`config.mk`:
```
export PLATFORM = sky130hd
export DESIGN_NAME = coap_payload_marker_finder_core
export DESIGN_NICKNAME = d
export VERILOG_FILES = /design/src/rtl/core/cpmf_pkg.sv /design/src/rtl/core/cpmf_in_stage.sv /design/src/rtl/core/cpmf_parser.sv /design/src/rtl/core/coap_payload_marker_finder_core.sv
export SDC_FILE = /design/constraint.sdc
export NUM_CORES = 1
export LEC_CHECK = 0
export BUFFER_PORTS_ARGS = -buffer_cell sky130_fd_sc_hd__buf_2
export CAP_MARGIN = 20
export CELL_PAD_IN_SITES_DETAIL_PLACEMENT = 0
export CELL_PAD_IN_SITES_GLOBAL_PLACEMENT = 2
export CORE_MARGIN = 1.5
export CORE_UTILIZATION = 39
export CTS_BUF_LIST = sky130_fd_sc_hd__clkbuf_2 sky130_fd_sc_hd__clkbuf_4 sky130_fd_sc_hd__clkbuf_8
export CTS_CLUSTER_DIAMETER = 50
export DETAILED_ROUTE_END_ITERATION = 8
export PLACE_DENSITY = 0.9
export SLEW_MARGIN = 30
export SYNTH_ARGS = -nofsm -noshare
export SYNTH_HDL_FRONTEND = slang
export SYNTH_SLANG_ARGS = --single-unit
```
`constraint.sdc`:
```
create_clock -name clk -period 4.5 [get_ports clk]
set_input_delay 0.675 -clock clk [delete_from_list [all_inputs] [get_ports clk]]
set_output_delay 0.675 -clock clk [all_outputs]
set_load 0.005 [all_outputs]
```
`src/rtl/core/cpmf_pkg.sv`:
```
// shared types and constants of the coap payload marker finder
package cpmf_pkg;

    localparam int unsigned MAX_MESSAGE_BYTES_DEF = 65535;

    localparam int unsigned COUNT_W = 17;
    localparam int unsigned PHASE_W = 3;

    // parser phases
    localparam logic [PHASE_W-1:0] PH_HEADER    = 3'd0;
    localparam logic [PHASE_W-1:0] PH_DELTA_ONE = 3'd1;
    localparam logic [PHASE_W-1:0] PH_DELTA_TWO = 3'd2;
    localparam logic [PHASE_W-1:0] PH_LEN_ONE   = 3'd3;
    localparam logic [PHASE_W-1:0] PH_LEN_HI    = 3'd4;
    localparam logic [PHASE_W-1:0] PH_LEN_LO    = 3'd5;
    localparam logic [PHASE_W-1:0] PH_VALUE     = 3'd6;

    // result status codes
    localparam logic [1:0] ST_MARKER = 2'd0;
    localparam logic [1:0] ST_END    = 2'd1;
    localparam logic [1:0] ST_ERROR  = 2'd2;

    localparam logic [7:0] MARKER_BYTE = 8'hFF;
    localparam logic [3:0] NIB_EXT_ONE = 4'd13;
    localparam logic [3:0] NIB_EXT_TWO = 4'd14;
    localparam logic [3:0] NIB_RESERVED = 4'd15;
    localparam logic [COUNT_W-1:0] LEN_ONE_BIAS = 17'd13;
    localparam logic [COUNT_W-1:0] LEN_TWO_BIAS = 17'd269;

    typedef struct packed {
        logic [7:0] data_byte;
        logic       last_byte;
    } cpmf_item_t;

    typedef struct packed {
        logic [1:0]  status;
        logic [15:0] position;
    } cpmf_result_t;

endpackage

```
`src/rtl/core/cpmf_in_stage.sv`:
```
// input register stage with upstream handshake
module cpmf_in_stage
    import cpmf_pkg::*;
(
    input  logic       clk,
    input  logic       rst_n,
    input  logic       s_valid,
    output logic       s_ready,
    input  cpmf_item_t s_item,
    input  logic       advance,
    output logic       item_valid,
    output cpmf_item_t item
);

    logic       valid_reg;
    logic       valid_next;
    cpmf_item_t item_reg;

    assign s_ready = !valid_reg || advance;

    always_comb
    begin
        valid_next = valid_reg;
        if (s_valid && s_ready)
        begin
            valid_next = 1'b1;
        end
        else if (advance)
        begin
            valid_next = 1'b0;
        end
    end

    always_ff @(posedge clk or negedge rst_n)
    begin
        if (!rst_n)
        begin
            valid_reg <= 1'b0;
        end
        else
        begin
            valid_reg <= valid_next;
        end
    end

    always_ff @(posedge clk)
    begin
        if (s_valid && s_ready)
        begin
            item_reg <= s_item;
        end
    end

    assign item_valid = valid_reg;
    assign item       = item_reg;

endmodule

```
`src/rtl/core/cpmf_parser.sv`:
```
// option header walker: parse state and per-byte step logic
module cpmf_parser
    import cpmf_pkg::*;
#(
    parameter int unsigned MAX_MESSAGE_BYTES = MAX_MESSAGE_BYTES_DEF
)
(
    input  logic         clk,
    input  logic         rst_n,
    input  logic         item_valid,
    input  cpmf_item_t   item,
    input  logic         step_en,
    output logic         emit,
    output cpmf_result_t result
);

    localparam logic [COUNT_W-1:0] MAX_COUNT = COUNT_W'(MAX_MESSAGE_BYTES);

    logic [PHASE_W-1:0] phase_reg, phase_next;
    logic [COUNT_W-1:0] byte_count_reg, byte_count_next;
    logic [COUNT_W-1:0] value_rem_reg, value_rem_next;
    logic [3:0]         held_nib_reg, held_nib_next;
    logic [7:0]         len_hi_reg, len_hi_next;
    logic               decided_reg, decided_next;

    logic [3:0]         bl_nib;
    logic [PHASE_W-1:0] bl_phase;
    logic [COUNT_W-1:0] bl_value;
    logic [COUNT_W-1:0] len_one_value;
    logic [COUNT_W-1:0] len_two_value;
    logic [COUNT_W-1:0] value_dec;
    logic [7:0]         b;

    assign b = item.data_byte;

    // length nibble decode shared by header and last delta byte
    assign bl_nib = (phase_reg == PH_HEADER) ? b[3:0] : held_nib_reg;

    always_comb
    begin
        bl_value = '0;
        if (bl_nib == NIB_EXT_ONE)
        begin
            bl_phase = PH_LEN_ONE;
        end
        else if (bl_nib == NIB_EXT_TWO)
        begin
            bl_phase = PH_LEN_HI;
        end
        else
        begin
            bl_value = {{(COUNT_W-4){1'b0}}, bl_nib};
            bl_phase = (bl_nib == 4'd0) ? PH_HEADER : PH_VALUE;
        end
    end

    assign len_one_value = {{(COUNT_W-8){1'b0}}, b} + LEN_ONE_BIAS;
    assign len_two_value = {{(COUNT_W-16){1'b0}}, len_hi_reg, b} + LEN_TWO_BIAS;
    assign value_dec     = value_rem_reg - COUNT_W'(1);

    always_comb
    begin
        phase_next      = phase_reg;
        byte_count_next = byte_count_reg;
        value_rem_next  = value_rem_reg;
        held_nib_next   = held_nib_reg;
        len_hi_next     = len_hi_reg;
        decided_next    = decided_reg;
        emit            = 1'b0;
        result.status   = ST_MARKER;
        result.position = '0;

        if (decided_reg)
        begin
            // waiting for the final byte to rearm
            if (item.last_byte)
            begin
                phase_next      = PH_HEADER;
                byte_count_next = '0;
                value_rem_next  = '0;
                held_nib_next   = '0;
                len_hi_next     = '0;
                decided_next    = 1'b0;
            end
        end
        else
        begin
            byte_count_next = byte_count_reg + COUNT_W'(1);
            if (byte_count_reg >= MAX_COUNT)
            begin
                emit          = 1'b1;
                result.status = ST_ERROR;
            end
            else
            begin
                unique case (phase_reg)
                    PH_HEADER:
                    begin
                        if (b == MARKER_BYTE)
                        begin
                            emit            = 1'b1;
                            result.status   = ST_MARKER;
                            result.position = byte_count_reg[15:0];
                        end
                        else
                        begin
                            held_nib_next = b[3:0];
                            if (b[7:4] == NIB_RESERVED || b[3:0] == NIB_RESERVED)
                            begin
                                emit          = 1'b1;
                                result.status = ST_ERROR;
                            end
                            else if (b[7:4] == NIB_EXT_ONE)
                            begin
                                phase_next = PH_DELTA_ONE;
                            end
                            else if (b[7:4] == NIB_EXT_TWO)
                            begin
                                phase_next = PH_DELTA_TWO;
                            end
                            else
                            begin
                                phase_next     = bl_phase;
                                value_rem_next = bl_value;
                            end
                        end
                    end
                    PH_DELTA_TWO:
                    begin
                        phase_next = PH_DELTA_ONE;
                    end
                    PH_DELTA_ONE:
                    begin
                        phase_next     = bl_phase;
                        value_rem_next = bl_value;
                    end
                    PH_LEN_ONE:
                    begin
                        value_rem_next = len_one_value;
                        phase_next     = (len_one_value == '0) ? PH_HEADER : PH_VALUE;
                    end
                    PH_LEN_HI:
                    begin
                        len_hi_next = b;
                        phase_next  = PH_LEN_LO;
                    end
                    PH_LEN_LO:
                    begin
                        value_rem_next = len_two_value;
                        phase_next     = (len_two_value == '0) ? PH_HEADER : PH_VALUE;
                    end
                    PH_VALUE:
                    begin
                        value_rem_next = value_dec;
                        if (value_dec == '0)
                        begin
                            phase_next = PH_HEADER;
                        end
                    end
                    default:
                    begin
                        phase_next = PH_HEADER;
                    end
                endcase
            end

            if (!emit && item.last_byte)
            begin
                emit = 1'b1;
                if (phase_next == PH_HEADER)
                begin
                    result.status   = ST_END;
                    result.position = byte_count_next[15:0];
                end
                else
                begin
                    result.status = ST_ERROR;
                end
            end

            if (emit)
            begin
                if (item.last_byte)
                begin
                    phase_next      = PH_HEADER;
                    byte_count_next = '0;
                    value_rem_next  = '0;
                    held_nib_next   = '0;
                    len_hi_next     = '0;
                    decided_next    = 1'b0;
                end
                else
                begin
                    decided_next = 1'b1;
                end
            end
        end

        if (!item_valid)
        begin
            emit = 1'b0;
        end
    end

    always_ff @(posedge clk or negedge rst_n)
    begin
        if (!rst_n)
        begin
            phase_reg      <= PH_HEADER;
            byte_count_reg <= '0;
            value_rem_reg  <= '0;
            held_nib_reg   <= '0;
            len_hi_reg     <= '0;
            decided_reg    <= 1'b0;
        end
        else if (step_en)
        begin
            phase_reg      <= phase_next;
            byte_count_reg <= byte_count_next;
            value_rem_reg  <= value_rem_next;
            held_nib_reg   <= held_nib_next;
            len_hi_reg     <= len_hi_next;
            decided_reg    <= decided_next;
        end
    end

    // a decided message gives nothing more until its final byte
    a_quiet_after_decision: assert property (@(posedge clk) disable iff (!rst_n)
        decided_reg && item_valid |-> !emit)
        else $error("result emitted after decision");

    // a result before the final byte parks the parser
    a_decide_on_result: assert property (@(posedge clk) disable iff (!rst_n)
        step_en && emit && !item.last_byte |=> decided_reg)
        else $error("parser not parked after result");

    // the final byte always rearms
    a_rearm_on_last: assert property (@(posedge clk) disable iff (!rst_n)
        step_en && item.last_byte |=>
            phase_reg == PH_HEADER && byte_count_reg == '0 && !decided_reg)
        else $error("parser not rearmed after final byte");

    // a final byte of an undecided message always produces a result
    a_last_gives_result: assert property (@(posedge clk) disable iff (!rst_n)
        item_valid && item.last_byte && !decided_reg |-> emit)
        else $error("final byte without result");

endmodule

```
`src/rtl/core/coap_payload_marker_finder_core.sv`:
```
// top level of the coap payload marker finder: stream ports and result register
//
//  channel   dir  handshake               payload
//  s_axis    in   s_axis_tvalid/tready    tdata[7:0] data_byte, tlast last_byte
//  m_axis    out  m_axis_tvalid/tready    tdata[1:0] status, [17:2] position, [23:18] zero
//
//  one byte per cycle unless a stalled result holds a byte that gives a result; a result is registered
//  after its byte is taken (input register, then parse step into the result register)
//  the parse state is updated from its own registers without a bubble, so bytes follow back to back
//  rst_n clears the parse state and both valid flags; payload registers are not reset
//  a stalled result blocks only bytes that produce a result; others keep flowing
module coap_payload_marker_finder_core
    import cpmf_pkg::*;
#(
    parameter int unsigned MAX_MESSAGE_BYTES = MAX_MESSAGE_BYTES_DEF
)
(
    input  logic        clk,
    input  logic        rst_n,
    input  logic        s_axis_tvalid,
    output logic        s_axis_tready,
    input  logic [7:0]  s_axis_tdata,   // [7:0] data_byte
    input  logic        s_axis_tlast,   // last_byte
    output logic        m_axis_tvalid,
    input  logic        m_axis_tready,
    output logic [23:0] m_axis_tdata    // [1:0] status, [17:2] position, [23:18] zero
);

    cpmf_item_t   s_item;
    cpmf_item_t   item;
    logic         item_valid;
    logic         advance;
    logic         emit;
    cpmf_result_t result;

    logic         out_valid_reg, out_valid_next;
    cpmf_result_t out_data_reg;

    assign s_item.data_byte = s_axis_tdata;
    assign s_item.last_byte = s_axis_tlast;

    // a byte with no result never waits on the output side
    assign advance = item_valid && (!out_valid_reg || m_axis_tready || !emit);

    cpmf_in_stage u_in_stage (
        .clk        (clk),
        .rst_n      (rst_n),
        .s_valid    (s_axis_tvalid),
        .s_ready    (s_axis_tready),
        .s_item     (s_item),
        .advance    (advance),
        .item_valid (item_valid),
        .item       (item)
    );

    cpmf_parser #(
        .MAX_MESSAGE_BYTES (MAX_MESSAGE_BYTES)
    ) u_parser (
        .clk        (clk),
        .rst_n      (rst_n),
        .item_valid (item_valid),
        .item       (item),
        .step_en    (advance),
        .emit       (emit),
        .result     (result)
    );

    always_comb
    begin
        out_valid_next = out_valid_reg;
        if (advance && emit)
        begin
            out_valid_next = 1'b1;
        end
        else if (m_axis_tready)
        begin
            out_valid_next = 1'b0;
        end
    end

    always_ff @(posedge clk or negedge rst_n)
    begin
        if (!rst_n)
        begin
            out_valid_reg <= 1'b0;
        end
        else
        begin
            out_valid_reg <= out_valid_next;
        end
    end

    always_ff @(posedge clk)
    begin
        if (advance && emit)
        begin
            out_data_reg <= result;
        end
    end

    assign m_axis_tvalid = out_valid_reg;
    assign m_axis_tdata  = {6'b0, out_data_reg.position, out_data_reg.status};

    // an error result always carries position zero
    a_error_position: assert property (@(posedge clk) disable iff (!rst_n)
        out_valid_reg && out_data_reg.status == ST_ERROR |-> out_data_reg.position == '0)
        else $error("error result with nonzero position");

    // a pending result is never overwritten by a new one
    a_no_overwrite: assert property (@(posedge clk) disable iff (!rst_n)
        out_valid_reg && !m_axis_tready |-> !(advance && emit))
        else $error("pending result overwritten");

endmodule

```
# Yosys cells after proc, flatten, opt, wreduce, memory -nomap -nowiden

Index checks and enable logic that the tools add are counted.

Register bits after elaboration: 79
Bits in latches: 0
RAM bits: 0
Bits in read-only memories: 0
Input bits: 13
Logic and storage cells: 123
Memories: 0

Add/subtract/negate cells: 4
$mul: 0
Divide/modulo/power cells: 0
Magnitude comparators: 1
Equality and inequality tests: 14
Shifts and indexed selects: 0
Mux-type cells: 71
Bitwise operators: 0
Reductions and logical operators: 21

Operators by type and width:

| kind                                                  | number |
|---|---|
| two-way mux 17 bit                                    | 12 |
| one-hot mux 17 bit (5 select lines)                   | 1 |
| logical NOT 17 bit                                    | 3 |
| two-way mux 16 bit                                    | 3 |
| two-way mux 3 bit                                     | 16 |
| two-way mux 8 bit                                     | 6 |
| two-way mux 4 bit                                     | 10 |
| two-way mux 18 bit                                    | 2 |
| == test 4 bit, second input constant                  | 6 |
| one-hot mux 3 bit (7 select lines)                    | 1 |
| adder 16 x 9 -> 17 bit, second input constant         | 1 |
| adder 17 x 1 -> 17 bit, second input constant         | 1 |
| >= comparator 17 x 16 -> 1 bit, second input constant | 1 |
| subtractor 17 x 1 -> 17 bit, second input constant    | 1 |
| two-way mux 1 bit                                     | 16 |
| adder 8 x 4 -> 9 bit, second input constant           | 1 |
| == test 3 bit, second input constant                  | 3 |
| == test 8 bit, second input constant                  | 1 |
| two-way mux 2 bit                                     | 4 |
| == test 3 x 2 -> 1 bit, second input constant         | 2 |
| logical NOT 3 bit                                     | 2 |
| logical AND 1 bit                                     | 4 |
| logical NOT 1 bit                                     | 4 |
| logical NOT 4 bit                                     | 1 |
| 5 further kinds                                       | 9 |

# Depth between registers and ports, before layout

Gate-level depths: netlist of run 1.

Word-level depth: 19
Gate-level depth with buffers: 17

# Cells and area by module

Synthesis of run 1 repeated with hierarchy kept, for this count alone.

Cells, all modules: 585
Area total of the unflattened synthesis: 5039.8 um^2

By module, submodules not included:

| module                          | instances | cells an instance | area an instance (um^2) | seq. area each (um^2) |
|---|---|---|---|---|
| cpmf_parser                     | 1         | 541               | 4062.6                  | 1251.2 |
| coap_payload_marker_finder_core | 1         | 31                | 653.1                   | 565.5 |
| cpmf_in_stage                   | 1         | 13                | 324.1                   | 295.3 |

# Worst setup path before layout of run 1

Ideal clock, no wire load.

Kind: register to register
From: register u_parser.byte_count_reg[1]
To: register out_data_reg, in the netlist m_axis_tdata[9] (data pin)
Library setup time: 0.264 ns
Arrival: 3.544 ns
Data required time: 4.236 ns
Slack: 0.692 ns
Cell stages (with the launch flop): 17
Path buffers: 1
Period minus slack after synthesis: 3.808 ns
Cells stage by stage: dfrtp_1 -> ha_1 -> nand3_1 -> nor4_1 -> and3_1 -> and3_1 -> nand3_1 -> nor2_1 -> ha_1 -> or2_2 -> a31oi_1 -> mux2i_1 -> o21ai_1 -> a221o_1 -> o21ai_4 -> buf_6 -> o221ai_2

Cells in the longest elaborated chain, start to end: 6
Elaborated cells on any way between the ends: 12
Those cells by class: add/sub (1); order compare (1); mux (7); reduce/logical (3)

Ends and longest elaborated chain:

| item                                                           | line                                   | text |
|---|---|---|
| from (decl)                                                    | cpmf_parser.sv:20                      | `logic [COUNT_W-1:0] byte_count_reg, byte_count_next;` |
| from (signal assigned)                                         | cpmf_parser.sv:219                     | `byte_count_reg <= byte_count_next;` |
| >= comparator 17 x 16 -> 1 bit                                 | cpmf_parser.sv:89                      | `if (byte_count_reg >= MAX_COUNT)` |
| two-way mux 3 bit / two-way mux 1 bit (equally long branches)  | cpmf_parser.sv:89                      |  |
| two-way mux 3 bit / two-way mux 1 bit (equally long branches)  | cpmf_parser.sv:73                      | `if (decided_reg)` |
| logical NOT 3 bit / logical NOT 1 bit (equally long branches)  | cpmf_parser.sv:170, cpmf_parser.sv:167 |  |
| two-way mux 16 bit / logical AND 1 bit (equally long branches) | cpmf_parser.sv:170, cpmf_parser.sv:167 |  |
| two-way mux 18 bit (*)                                         | cpmf_parser.sv:167                     | `if (!emit && item.last_byte)` |
| to (signal assigned)                                           | coap_payload_marker_finder_core.sv:97  | `out_data_reg <= result;` |
| to (decl)                                                      | coap_payload_marker_finder_core.sv:37  | `cpmf_result_t out_data_reg;` |

Mark *: on every way between the ends. The rest lies on a longest branch, timed or not. The select of a mux whose other input is x is not followed.
A chain may end at the register's enable or synchronous reset.

# Final worst setup path of run 1

From: register u_parser.byte_count_reg[1]
To: output s_axis_tready

Cells in the longest elaborated chain, start to end: 13

Ends and longest elaborated chain:

| item                               | line                                  | text |
|---|---|---|
| >= comparator 17 x 16 -> 1 bit (*) | cpmf_parser.sv:89                     |  |
| two-way mux 1 bit (*)              | cpmf_parser.sv:89                     |  |
| two-way mux 1 bit (*)              | cpmf_parser.sv:73                     |  |
| logical NOT 1 bit                  | cpmf_parser.sv:167                    |  |
| logical AND 1 bit                  | cpmf_parser.sv:167                    |  |
| two-way mux 1 bit (*)              | cpmf_parser.sv:167                    |  |
| two-way mux 1 bit (*) (2 in a row) | cpmf_parser.sv:73                     |  |
| two-way mux 1 bit (*)              | cpmf_parser.sv:199                    | `if (!item_valid)` |
| logical NOT 1 bit (*)              | coap_payload_marker_finder_core.sv:43 | `assign advance = item_valid && (!out_valid_reg \|\| m_axis_tready \|\| !emit);` |
| logical OR 1 bit (*)               | coap_payload_marker_finder_core.sv:43 |  |
| logical AND 1 bit (*)              | coap_payload_marker_finder_core.sv:43 |  |
| logical OR 1 bit (*)               | cpmf_in_stage.sv:19                   | `assign s_ready = !valid_reg \|\| advance;` |
| to (decl)                          | coap_payload_marker_finder_core.sv:21 | `output logic s_axis_tready,` |

Marks and branches as above.

==> results of run 1 <==
==> kinds of logic (layout without fill, tap and decap cells) <==
family,count (synthesis),in the layout,synth area share [%]
compound gates,140,140,20.4
xor+xnor,27,27,4.56
fa+ha+maj,8,8,1.93
buf+inv,72,88,6.52
flops,79,79,40.8
mux,17,17,3.28
other cells,1,6,0.0724
simple gates,236,236,22.4
==> repair_timing <==
action,4_1_cts,5_1_grt
hold buffers,0,0
endpoints found under the setup margin,0,23
buffers inserted,0,0
endpoints found under the hold margin,0,0
gates resized for setup,0,7
==> layer usage <==
metal  global-route usage (%)  routed length (um)  share of wire (%)  vias to the layer above
met5                        0                   0                  0                        -
li1                         -                   -                  -                     2141
met2                     30.6                6110                 45                      113
met3                     3.14                 572                4.2                       28
met4                     7.55                 310                2.3                        0
met1                     27.8                6590                 49                     2163
==> placed cells by master, fill, tap and decap left out, types with 7 or more instances in the layout <==
master	instances
nand2_1	68
nor2_1	62
dfrtp_1	51
o21ai_0	40
buf_2	32
inv_1	27
edfxtp_1	27
nand3_1	23
xor2_1	18
mux2i_1	17
nor3_1	13
buf_4	13
nand4_1	12
o31ai_1	11
o22ai_1	11
a22o_1	11
a21oi_1	10
or3_1	9
xnor2_1	9
clkbuf_8	9
o221ai_2	8
o221ai_1	8
ha_1	7
==> how the worst max path moves through the flow <==
stage	slack [ps]	end	cells after the start
2_1_floorplan	690	m_axis_tdata[9]	16
3_3_place_gp	390	m_axis_tdata[12]	15
3_5_place_dp	260	m_axis_tdata[12]	15
4_1_cts	50	s_axis_tready	14
5_1_grt	-20	s_axis_tready	14
6_report	280	s_axis_tready	14
==> power groups by stage <==
| stage | Sequential, uW | Combinational (uW) | Clock [uW] |
|---|---|---|---|
| floorplan | 1040 | 1390 | 0 |
| global placement | 1150 | 1660 | 0 |
| finish | 1150 | 1690 | 559 |
| detailed placement | 1160 | 1670 | 0 |
| global route | 1180 | 1870 | 600 |
| CTS | 1140 | 1680 | 576 |
==> final cells by class <==
type                    count  area (um^2)
fillers                  1273         7090
repair buffers             45          258
well taps                 172          215
inverters                  27          101
multi-input cells         434         2790
clock inverters             7         76.3
clock buffers               9          124
flip-flops and latches     79         2110
==> critical path: stages (launching register included) <==
cell,delay (ps)
dfrtp_1,470
ha_2,270
nand3_1,180
nor4_2,340
and3_1,250
and3_1,240
nand3_1,160
nor2_1,190
ha_1,170
or2_2,130
a31o_4,210
o311ai_2,180
nor2_1,200
inv_1,50
buf_2,120
==> metrics by stage <==
step / total power (uW) / worst slack (ps) / utilization (%) / cells / cell area (um^2)
finish: 3400 / 282 / 44.5 / 773 / 5680
global route: 3660 / -20.0 / 44.5 / 773 / 5680
CTS: 3400 / 47.6 / 44.2 / 773 / 5640
detailed placement: 2820 / 257 / 42.6 / 757 / 5440
global placement: 2810 / 386 / 42.6 / 757 / 5440
floorplan: 2430 / 692 / - / 585 / 5200
==> flow_metrics.env, run 1 <==
export IMPL_outcome="complete, no violations"
export IMPL_grt_first_pass_wirelength_mm=22.2
export IMPL_root_buffer="clkbuf_8"
export IMPL_numCtsBuffers=9
export IMPL_critPathCaptureType="output pin"
export IMPL_coreArea_um2=12800
export IMPL_finalSetupTns_ps=0
export IMPL_cellLeakagePower_uw=0.00232
export IMPL_synth_distinct_cells=66
export IMPL_relSlewSlack_pct=52.7
export IMPL_final_max_slew_viol_count=0
export IMPL_cp_startpoint="u_parser.byte_count_reg[1]"
export IMPL_grtUsageTotal_pct=19.8
export IMPL_rrSetupSlack_ps=300
export IMPL_synth_warnings=0
export IMPL_peakVddDrop_uv=277
export IMPL_clock_path_buffers=2
export IMPL_die_area_um2=14000
export IMPL_clkTransAtPathRegs_ps=90
export IMPL_cts_tree="built"
export IMPL_timing_hold_ws_ps=446
export IMPL_yosys_cell_count_top_type="nand2_1"
export IMPL_synthArstFlopShare_pct=65.8
export IMPL_skew_ps=8.84
export IMPL_initial_core_util_pct=40.6
export IMPL_cp_start_kind="flop"
export IMPL_power_frac_comb_pct=49.6
export IMPL_area_growth_pct=9.63
export IMPL_p_per_area_nw_per_um2=598
export IMPL_die_y_um=118
export IMPL_p_sw_share_pct=46.7
export IMPL_critPathMaxFanout=13
export IMPL_insertion_delay_ps=370
export IMPL_synthFlopType="dfrtp_1"
export IMPL_row_count=41
export IMPL_synth_seq_area_share_pct=40.8
export IMPL_synth_edff_count=27
export IMPL_switchingPower_uw=1590
export IMPL_fin_crit_sh_pct=93.7
export IMPL_reg2reg_to="m_axis_tdata[17]"
export IMPL_place_congestion=0.834
export IMPL_routed_wl_mm=13.6
export IMPL_arrival_ps=3540
export IMPL_yosys_top_cells_count="nand2_1, nor2_1, dfrtp_1"
export IMPL_die_w_um=118
export IMPL_synth_seq_cells=79
export IMPL_wire_per_inst_um=17.6
export IMPL_dp_hpwl_mm=9.38
export IMPL_worstReg2RegStart="u_parser.byte_count_reg[1]"
export IMPL_hold_viol=0
export IMPL_synth_area_leaders="dfrtp_1, edfxtp_1, nand2_1"
export IMPL_required_ps=3830
export IMPL_min_path_type="in -> async"
export IMPL_io_pins=39
export IMPL_netlist_area_leader_share_pct=25.1
export IMPL_cap_violations=0
export IMPL_p_int_uw=1810
export IMPL_ant_nets=0
export IMPL_setup_viol=0
export IMPL_power_clock_fraction_pct=16.5
export IMPL_syn_avg_cell_area_um2=8.94
export IMPL_drive_gt1_share_pct=15.8
export IMPL_routed_via_density=5.75
export IMPL_synth_largest_area_cell="dfrtp_1"
export IMPL_drc=0
export IMPL_grt_overflow_total=0
export IMPL_critPathKind="reg -> out"
export IMPL_h_tree_depth=3
export IMPL_drtIter0Drc=287
export IMPL_port_buffers=32
export IMPL_reg2regPathDepth=16
export IMPL_grt_pass1_vias=4280
export IMPL_synth_area_um2=5180
export IMPL_netlist_instances=580
export IMPL_nets=617
export IMPL_final_min_clock_period_ps=4220
export IMPL_grt_max_degree=53
export IMPL_timing_fmax_mhz=237
export IMPL_tightest_slew_ps=709
export IMPL_clock_sinks=79
export IMPL_num_vias=4445
export IMPL_seq_power_share_pct=33.9
export IMPL_n_antenna_cell=0
export IMPL_drtPass1Iterations=4
export IMPL_largest_reg_flops=18
export IMPL_antenna_found_initial=0
No activity file was read; power rests on OpenSTA's default activity.
==> run 2: changes to the inputs <==
--- a/config.mk
+++ b/config.mk
@@ -14,8 +14,9 @@
 export CTS_BUF_LIST = sky130_fd_sc_hd__clkbuf_2 sky130_fd_sc_hd__clkbuf_4 sky130_fd_sc_hd__clkbuf_8
 export CTS_CLUSTER_DIAMETER = 50
 export DETAILED_ROUTE_END_ITERATION = 8
-export PLACE_DENSITY = 0.9
+export PLACE_DENSITY = 0.91
 export SLEW_MARGIN = 30
 export SYNTH_ARGS = -nofsm -noshare
 export SYNTH_HDL_FRONTEND = slang
+export SYNTH_HIERARCHICAL = 1
 export SYNTH_SLANG_ARGS = --single-unit
==> run 2 against run 1 <==
- clock-buffer cell count is the same
- design area is 2.3% lower
- sequential power decreased by 8%
- critical path depth unchanged
- maximum frequency is 5.5% higher
- sequential share of layout area is 0.86 points higher
- first-iteration DRC count up 49%
- synthesized area is 2.8% lower
- clock skew rose by 1.9 ps
- global-route usage up 0.94 points
- clock power is essentially flat
- final cell count increased by 1.3%
- critical endpoint unchanged
- largest power group unchanged
- highest routed layer unchanged
==> flow_metrics.env, run 2 <==
export IMPL_outcome="complete, no violations"
export IMPL_critical_path_cell_chain="ha_1 -> nand3_1 -> nor3_1 -> buf_4 -> nand3_1 -> nor2_1 -> and3_1 -> ha_1 -> nor2_1 -> o21ai_1 -> o311a_1 -> a21boi_2 -> nand2b_4 -> buf_2"
export IMPL_cellLeakagePower_uw=0.00226
export IMPL_p_per_area_nw_per_um2=552
export IMPL_io_pins=39
export IMPL_timing_hold_ws_ps=252
export IMPL_netlist_instances=585
export IMPL_arrival_ps=3320
export IMPL_cts_resized=0
export IMPL_required_ps=3830
export IMPL_synthFlopType="dfrtp_1"
export IMPL_grt_pass1_vias=4098
export IMPL_skew_ps=10.8
export IMPL_coreArea_um2=12600
export IMPL_ant_nets=0
export IMPL_setup_viol=0
export IMPL_row_count=41
export IMPL_critPathMaxFanout=6
export IMPL_syn_avg_cell_area_um2=8.62
export IMPL_initial_core_util_pct=39.9
export IMPL_synth_warnings=6
export IMPL_min_path_type="in -> async"
export IMPL_synth_edff_count=27
export IMPL_fin_ws_ps=502
export IMPL_final_min_clock_period_ps=4000
export IMPL_fin_crit_sh_pct=88.8
export IMPL_synth_seq_area_share_pct=41.9
export IMPL_synth_area_um2=5040
export IMPL_h_tree_depth=3
export IMPL_synth_area_leaders="dfrtp_1, edfxtp_1, o21ai_0"
export IMPL_final_max_slew_viol_count=0
export IMPL_relSlewSlack_pct=51.7
export IMPL_drtPass1Iterations=5
export IMPL_cts_tree="built"
export IMPL_clock_path_buffers=2
export IMPL_hold_viol=0
export IMPL_wire_per_inst_um=17.1
export IMPL_cts_setup_buffers=0
export IMPL_routed_via_density=5.66
export IMPL_area_growth_pct=10.1
export IMPL_pre_cts_slack_ps=631
export IMPL_grt_setup_unrepaired="no"
export IMPL_ctsHoldBuffers=0
export IMPL_grt_first_pass_wirelength_mm=21.7
export IMPL_num_vias=4430
export IMPL_nets=627
export IMPL_grt_overflow_total=0
export IMPL_synth_largest_area_cell="dfrtp_1"
export IMPL_drc=0
export IMPL_dp_hpwl_mm=9.47
export IMPL_netlist_area_leader_share_pct=25.8
export IMPL_critPathKind="reg -> out"
export IMPL_finalSetupTns_ps=0
export IMPL_grt_max_degree=36
export IMPL_yosys_cell_count_top_type="o21ai_0"
export IMPL_max_stage_delay_ps=450
export IMPL_synth_distinct_cells=66
export IMPL_port_buffers=32
export IMPL_synthArstFlopShare_pct=65.8
export IMPL_final_cell_mix="o21ai_0, nor2_1, dfrtp_1, nand2_1, buf_2"
export IMPL_die_w_um=117
export IMPL_cpMaxStageDelayCell="dfrtp_1"
export IMPL_place_congestion=0.884
export IMPL_antenna_found_initial=0
export IMPL_drive_gt1_share_pct=12.3
export IMPL_cp_start_kind="flop"
export IMPL_critPathCaptureType="output pin"
export IMPL_yosys_top_cells_count="o21ai_0, nor2_1, dfrtp_1"
export IMPL_n_antenna_cell=0
export IMPL_die_area_um2=13600
export IMPL_tightest_slew_ps=719
export IMPL_synth_seq_cells=79
export IMPL_clkTransAtPathRegs_ps=90
export IMPL_final_fill_count=1277
export IMPL_p_total_uw=3070
export IMPL_timing_fmax_mhz=250
export IMPL_numCtsBuffers=9
export IMPL_routed_wl_mm=13.4
export IMPL_insertion_delay_ps=370
export IMPL_drtIter0Drc=429
export IMPL_largest_reg_flops=18
export IMPL_die_y_um=117
export IMPL_clock_sinks=79
export IMPL_mostFrequentLayoutCell="o21ai_0"
export IMPL_root_buffer="clkbuf_8"
export IMPL_grtUsageTotal_pct=20.7
export IMPL_cap_violations=0
export IMPL_peakVddDrop_uv=236
[run 2: cell count changes in the layout (fill, tap and decap cells not counted), sizes merged, moves of 5 or more]
cell	change
o31ai	-10
nand3	+5
mux2i	-12
nor3	+9
o221ai	-14
nand2	-24
or3	+6
a22o	+7
nand4	-8
nor4	-5
xor2	-7
o21ai	+33
a21oi	+15
[run 2: final timing paths]
| kind | startpoint | to | slack, ps | depth (start not counted) |
|---|---|---|---|---|
| max | u_parser/byte_count_reg[0] | s_axis_tready | 500 | 14 |
| min | rst_n | u_parser/held_nib_reg[1] | 250 | 1 |
| max reg2reg | u_parser/byte_count_reg[0] | u_parser/value_rem_reg[5] | 530 | 16 |
| min reg2reg | u_parser/byte_count_reg[16] | u_parser/byte_count_reg[16] | 520 | 2 |
| max in group asynchronous | rst_n | u_parser/len_hi_reg[1] | 3370 | 2 |
| min in group clk | s_axis_tdata[4] | u_in_stage/item[5] | 480 | 1 |
[run 2: cells by family after synthesis]
group                      count (synthesis)  share of synthesized area, %
DFF                                       79                          41.9
muxes                                      7                          1.51
buffers and inverters                     67                          5.69
other                                      1                        0.0744
adders and majority gates                  8                          1.99
and+or+nand+nor                          216                          21.7
xor gates and xnor gates                  24                          4.17
AOI/OAI and AO/OA                        183                          23.0
[run 2: layout make-up]
cell class	instances	area, um^2	share of cell area (%)
inverters	27	101	1.83
clock inverters	7	80.1	1.44
flip-flops and latches	79	2110	38.1
well taps	172	215	3.88
repair buffers	45	258	4.64
multi-input cells	444	2660	47.9
clock buffers	9	124	2.23
[run 2: metrics by stage]
stage	std cells	util (%)	instance area [um^2]
after floorplan	590	-	5060
after global placement	767	42.4	5350
after CTS	783	44.0	5550
after global routing	783	44.0	5550
after detailed placement	767	42.4	5350
final	783	44.0	5550
[run 2: per-layer routing]
| layer | GRT usage [%] | routed length (um) |
|---|---|---|
| met5 | 0 | 0 |
| met4 | 6.99 | 227 |
| met3 | 3.74 | 706 |
| met2 | 31.5 | 6010 |
| met1 | 29.8 | 6440 |
[run 2: power breakdown]
| group | internal (uW) | switching (uW) | total, uW |
|---|---|---|---|
| registers | 857 | 200 | 1060 |
| clock network | 264 | 295 | 559 |
| logic | 562 | 888 | 1450 |
[run 2: worst max-delay path: cells and delay by family (launching register included)]
family                     cells  cell delay [ps]
AOI/OAI and AO/OA              3              750
buffers and inverters          2              260
adders and majority gates      2              460
DFF                            1              450
and+or+nand+nor                7             1030
